--- src/mdpsc_pkg.sv ---
// Shared types and constants for the max-delay signal controller.
// No dependencies; used by every module of the block.
`timescale 1ns / 1ps

package mdpsc_pkg;

  localparam int LINKS       = 16;
  localparam int BATCHES     = 16;
  localparam int LINK_IDX_W  = 4;
  localparam int BATCH_IDX_W = 4;
  localparam int CNT_W       = 5;   // holds 0..16
  localparam int PATTERN_W   = 2 * LINKS;
  localparam int TIME_W      = 16;
  localparam int VEH_W       = 8;
  localparam int PROD_W      = VEH_W + TIME_W;
  localparam int QUO_W       = PROD_W - 2;  // x/5 < x/4
  localparam int CFG_IDX_W   = 3;
  localparam int CFG_DATA_W  = 32;

  // x/5 == (x * DIV5_MULT) >> DIV5_SHIFT for every x below 2^32
  localparam logic [31:0] DIV5_MULT  = 32'hCCCC_CCCD;
  localparam int          DIV5_SHIFT = 34;

  // per-link signal codes
  localparam logic [1:0] SIG_RED        = 2'd0;
  localparam logic [1:0] SIG_YELLOW     = 2'd1;
  localparam logic [1:0] SIG_PERMISSIVE = 2'd2;
  localparam logic [1:0] SIG_GREEN      = 2'd3;

  // config reset values
  localparam logic [TIME_W-1:0]    RST_MIN_GREEN   = 16'd100;
  localparam logic [TIME_W-1:0]    RST_MAX_GREEN   = 16'd600;
  localparam logic [TIME_W-1:0]    RST_YELLOW_TIME = 16'd30;
  localparam logic [TIME_W-1:0]    RST_RED_TIME    = 16'd20;
  localparam logic [CNT_W-1:0]     RST_NUM_LINKS   = 5'd16;
  localparam logic [CNT_W-1:0]     RST_NUM_BATCHES = 5'd1;
  localparam logic [PATTERN_W-1:0] RST_INIT_STATE  = '0;

  typedef enum logic [1:0] {
    OP_LOAD         = 2'd0,
    OP_REPORT       = 2'd1,
    OP_INTERVAL_END = 2'd2
  } op_e;

  typedef enum logic [1:0] {
    PH_GREEN  = 2'd0,
    PH_YELLOW = 2'd1,
    PH_RED    = 2'd2
  } phase_e;

  typedef enum logic [CFG_IDX_W-1:0] {
    CFG_MIN_GREEN       = 3'd0,
    CFG_MAX_GREEN       = 3'd1,
    CFG_YELLOW_TIME     = 3'd2,
    CFG_RED_TIME        = 3'd3,
    CFG_RIGHT_TURN_MASK = 3'd4,
    CFG_NUM_LINKS       = 3'd5,
    CFG_NUM_BATCHES     = 3'd6,
    CFG_INITIAL_STATE   = 3'd7
  } cfg_idx_e;

  typedef enum logic [3:0] {
    ST_IDLE,
    ST_INIT,
    ST_ACCUM,
    ST_CMP,
    ST_MUL,
    ST_DIV,
    ST_DECIDE,
    ST_GREEN_END,
    ST_ADVANCE
  } state_e;

  typedef struct packed {
    logic                   load_we;
    logic                   report_we;
    logic                   lanes_clr;
    logic                   lanes_acc;
    logic                   cmp_en;
    logic                   cmp_first;
    logic                   mul_en;
    logic                   div_en;
    logic                   decide_en;
    logic                   green_end;
    logic                   phase_adv;
    logic [LINK_IDX_W-1:0]  link_idx;
    logic [BATCH_IDX_W-1:0] batch_idx;
  } dp_cmd_t;

  typedef struct packed {
    logic                   phase_green;
    logic [BATCH_IDX_W-1:0] last_batch_idx;
  } dp_status_t;

endpackage

--- src/mdpsc_ctrl.sv ---
// Sequencer for the signal controller: beat dispatch, link sweep, batch compare.
// Depends on mdpsc_pkg.
`timescale 1ns / 1ps

module mdpsc_ctrl import mdpsc_pkg::*; (
  input  logic       clk_i,
  input  logic       rst_ni,
  input  logic       start,
  input  logic [1:0] operation_i,
  input  dp_status_t status_i,
  output dp_cmd_t    cmd_o,
  output logic       busy
);

  state_e                 state_q, state_d;
  logic [LINK_IDX_W-1:0]  link_q, link_d;
  logic [BATCH_IDX_W-1:0] batch_q, batch_d;

  always_ff @(posedge clk_i or negedge rst_ni) begin
    if (!rst_ni) begin
      state_q <= ST_IDLE;
      link_q  <= '0;
      batch_q <= '0;
    end else begin
      state_q <= state_d;
      link_q  <= link_d;
      batch_q <= batch_d;
    end
  end

  always_comb begin
    state_d         = state_q;
    link_d          = link_q;
    batch_d         = batch_q;
    cmd_o           = '0;
    cmd_o.link_idx  = link_q;
    cmd_o.batch_idx = batch_q;
    case (state_q)
      ST_IDLE: begin
        if (start) begin
          case (op_e'(operation_i))
            OP_LOAD:         cmd_o.load_we = 1'b1;
            OP_REPORT:       cmd_o.report_we = 1'b1;
            OP_INTERVAL_END: state_d = status_i.phase_green ? ST_INIT : ST_ADVANCE;
            default:         ;
          endcase
        end
      end
      ST_INIT: begin
        cmd_o.lanes_clr = 1'b1;
        link_d          = '0;
        state_d         = ST_ACCUM;
      end
      ST_ACCUM: begin
        cmd_o.lanes_acc = 1'b1;
        if (link_q == LINK_IDX_W'(LINKS - 1)) begin
          batch_d = '0;
          state_d = ST_CMP;
        end else begin
          link_d = link_q + 1'b1;
        end
      end
      ST_CMP: begin
        cmd_o.cmp_en    = 1'b1;
        cmd_o.cmp_first = (batch_q == '0);
        if (batch_q == status_i.last_batch_idx) begin
          state_d = ST_MUL;
        end else begin
          batch_d = batch_q + 1'b1;
        end
      end
      ST_MUL: begin
        cmd_o.mul_en = 1'b1;
        state_d      = ST_DIV;
      end
      ST_DIV: begin
        cmd_o.div_en = 1'b1;
        state_d      = ST_DECIDE;
      end
      ST_DECIDE: begin
        cmd_o.decide_en = 1'b1;
        state_d         = ST_GREEN_END;
      end
      ST_GREEN_END: begin
        cmd_o.green_end = 1'b1;
        state_d         = ST_IDLE;
      end
      ST_ADVANCE: begin
        cmd_o.phase_adv = 1'b1;
        state_d         = ST_IDLE;
      end
      default: state_d = ST_IDLE;
    endcase
  end

  assign busy = (state_q != ST_IDLE);

endmodule

--- config.mk ---
export PLATFORM = sky130hd
export DESIGN_NAME = mdpsc_ctrl
export DESIGN_NICKNAME = d
export VERILOG_FILES = /design/src/mdpsc_pkg.sv /design/src/mdpsc_ctrl.sv
export SDC_FILE = /design/constraint.sdc
export NUM_CORES = 1
export LEC_CHECK = 0
export ABC_CLOCK_PERIOD_IN_PS = 2970
export BUFFER_PORTS_ARGS = -buffer_cell sky130_fd_sc_hd__buf_2
export CAP_MARGIN = 5
export CORE_MARGIN = 1.5
export CORE_UTILIZATION = 40
export CTS_CLUSTER_SIZE = 28
export DETAILED_ROUTE_END_ITERATION = 12
export HOLD_SLACK_MARGIN = 0.12
export PLACE_DENSITY = 0.67
export SYNTH_ARGS = -nofsm -noshare
export SYNTH_HDL_FRONTEND = slang
export SYNTH_SLANG_ARGS = --single-unit
--- constraint.sdc ---
create_clock -name clk_i -period 2.97 [get_ports clk_i]
set_clock_uncertainty 0.15 [all_clocks]
set_input_delay 0.297 -clock clk_i [delete_from_list [all_inputs] [get_ports clk_i]]
set_output_delay 0.297 -clock clk_i [all_outputs]
set_load 0.05 [all_outputs]
==> metrics.cfg <==
[sta]
clock.fmax_mhz=412
fin_crit_sh_pct=81.7
timing_worst_slew_pin_value_ps=555
setup_tns_ps=0
setup_viol=0
timing.hold.ws_ps=271
finalHoldViolCount=0
period_minus_slack_ps=2430
slew_viol_final=0
rsz0062_at_grt=false
relSlewSlack_pct=62.9

[synth]
yosys.area.top_type=dfrtp_1
avgSynthCellArea_um2=9.26
async_flop_share_pct=100
synth_area_um2=778
synth_top_area_share_pct=38.6
synth-main-ff-cell=dfrtp_1
yosysWarnings=0
synth_edf_count=0
ys_top_cells_by_count=dfrtp_1 (12), nand3_1 (9), nand2_1 (7)
yosysUniqueCellTypes=29
syn-num-nets=97
synth.top_cells.by_area=dfrtp_1 (39%), xor2_1 (6.8%), nand3_1 (5.8%), ha_1 (4.8%), o41ai_4 (3.5%)
yosysSeqAreaShare_pct=38.6
yosysMostFrequentCell=dfrtp_1
synth-seq-cells=12
postSynthCellCount=84

[pwr]
p_leak_nw=0.514
swShare_pct=57.8
power_switching_w=0.000725
p_seq_share_pct=27.4
total_power_w=0.00125
power_frac_clock_pct=10.5
ir_drop_uv=780
combinationalPowerShare_pct=62.1
p_int_w=0.000529
power_density_nw_per_um2=1250

[floorplan]
row_count=15
io_pins=30
die_h_um=47.1
start_util_pct=43.6
dieArea_um2=2220
core_area_um2=1780
die_w_um=47.1

[cts]
cts_root_buffer=clkbuf_4
cts.repair.resized=0
clk_path_buf_depth=2
tritoncts=built
cts.clk_slew.worst_paths_ps=80
cts-htree-levels=1
cts_sinks=12
cts_setup_buffers=0
numCtsBuffers=3
clock_latency_ps=270

[hold_path]
hold_path.class=input pin to asynchronous set/reset pin

[setup_path]
critPathKind=register to output pin
start_kind=register
r2r_start=state_q[0]
reg2reg_setup_slack_ps=1020
crit_fanout=11
cpPeakStageDelay_ps=510
slowest_stage=dfrtp_1
critPathBufInv=2
crit_chain=nor4_1 > inv_1 > nor4b_2 > buf_2
critPathRequiredTime_ps=2520
worst-r2r-cell-count=4
rr_endpoint=link_q[3]
worstPathArrival_ps=1980
cp_top_family=simple AND/OR/NAND/NOR gates
worstSetupEndpointType=output pin

[global_routing]
antenna_found_initial=0
grt_overflow_total=0
grt_pass1_wl_mm=2.86
grtUsageTotal_pct=19.0
grt_max_degree=13
first_global_vias=630

[final_layout]
seq_area_um2=300
final_cell_count_no_fill=141
diodes=0
multiInputGateArea_um2=444
drive_above_1_share_pct=32.8
final_core_util_pct=56.1
nFillCells=185
fin_nets=130
area_growth_pct=28.5

[placed_design]
placed_cells=135
port_buffers=29
gp_congestion=0.747
dp_hpwl_mm=1.28

[detailed_routing]
wl_mm=1.76
final_antenna_net_count=0
drt_iter0_drc=2
via_count=720
vias_per_cell=5.11
avgRoutedWirePerCell_um=12.5
drc=0
first_pass_iters=4

[outcome]
status=complete, no violations

[job]
max-cap-violations=0

[power by group through the flow]
stage / clock network (W) / logic (W) / registers, W
final: 0.000132 / 0.000779 / 0.000343
after global routing: 0.000143 / 0.000846 / 0.000358
after CTS: 0.000136 / 0.000784 / 0.000342
after detailed placement: 0 / 0.000779 / 0.000346
after global placement: 0 / 0.000767 / 0.000340
after floorplan: 0 / 0.000524 / 0.000444
[cell usage in the layout, fill, tap and decap left out, types with 2 or more instances in the layout]
master	instances
dfrtp_1	12
or3_1	2
clkbuf_4	3
o21ai_0	5
buf_2	29
a21oi_1	4
dlygate4sd3_1	2
xor2_1	6
nor3_1	4
inv_1	6
ha_1	3
nand2b_1	2
nand3_1	9
nor4_1	3
nor2_1	4
nand2_1	7
[logic make-up (layout without fill, tap and decap cells)]
family / count (synthesis) / count (layout) / share of synthesized area, %
xor+xnor: 6 / 6 / 6.75
fa+ha+maj: 3 / 3 / 4.82
flops: 12 / 12 / 38.6
simple gates: 40 / 40 / 31.2
buf+inv: 9 / 41 / 5.14
mux: 1 / 1 / 1.29
compound gates: 13 / 13 / 12.2
[worst reg2reg max path, delay by kind of cell (launching register included)]
kind             cells  cell delay [ps]
AND/OR/NAND/NOR      3             1060
flip-flops           1              510
AO/OA/AOI/OAI        1              140
[area by class of cell]
class / instances / area share (%)
clock buffer: 4 / 3.63
sequential: 12 / 30.0
tap: 25 / 3.13
multi-input combinational: 63 / 44.4
inverter: 6 / 2.25
timing repair buffer: 31 / 16.5
[through the flow]
stage / worst slack [ps] / area (um2)
3_3_place_gp: 982 / 943
6_report: 544 / 1000
5_1_grt: 373 / 1000
2_1_floorplan: 305 / 785
4_1_cts: 558 / 1000
3_5_place_dp: 877 / 943
[how the worst max path moves through the flow]
stage	from	endpoint	cells past startpoint
after global routing	state_q[0]	cmd_o[18]	4
after CTS	state_q[0]	cmd_o[18]	4
final	state_q[0]	cmd_o[18]	4
after floorplan	state_q[0]	cmd_o[18]	4
after global placement	state_q[0]	cmd_o[18]	4
after detailed placement	state_q[0]	cmd_o[18]	4
[what timing repair did]
item | 4_1_cts | 5_1_grt
setup endpoints to repair | 0 | 0
endpoints found under the hold margin | 13 | 0
hold buffers | 2 | 0
[layer usage]
| layer | up-vias | global-route usage, % | part of all wire [%] |
|---|---|---|---|
| li1 | 363 | - | - |
| met1 | 337 | 25.6 | 48 |
| met2 | 18 | 29.9 | 47 |
| met3 | 2 | 5.77 | 4.4 |
| met4 | 0 | 5.00 | 0.68 |
| met5 | - | 0 | 0 |
[state kept, by name, summed over array words and instances (netlist names)]
register and count:
batch_q 4, link_q 4, state_q 4
Note: power is estimated with default switching activity, not from simulation.
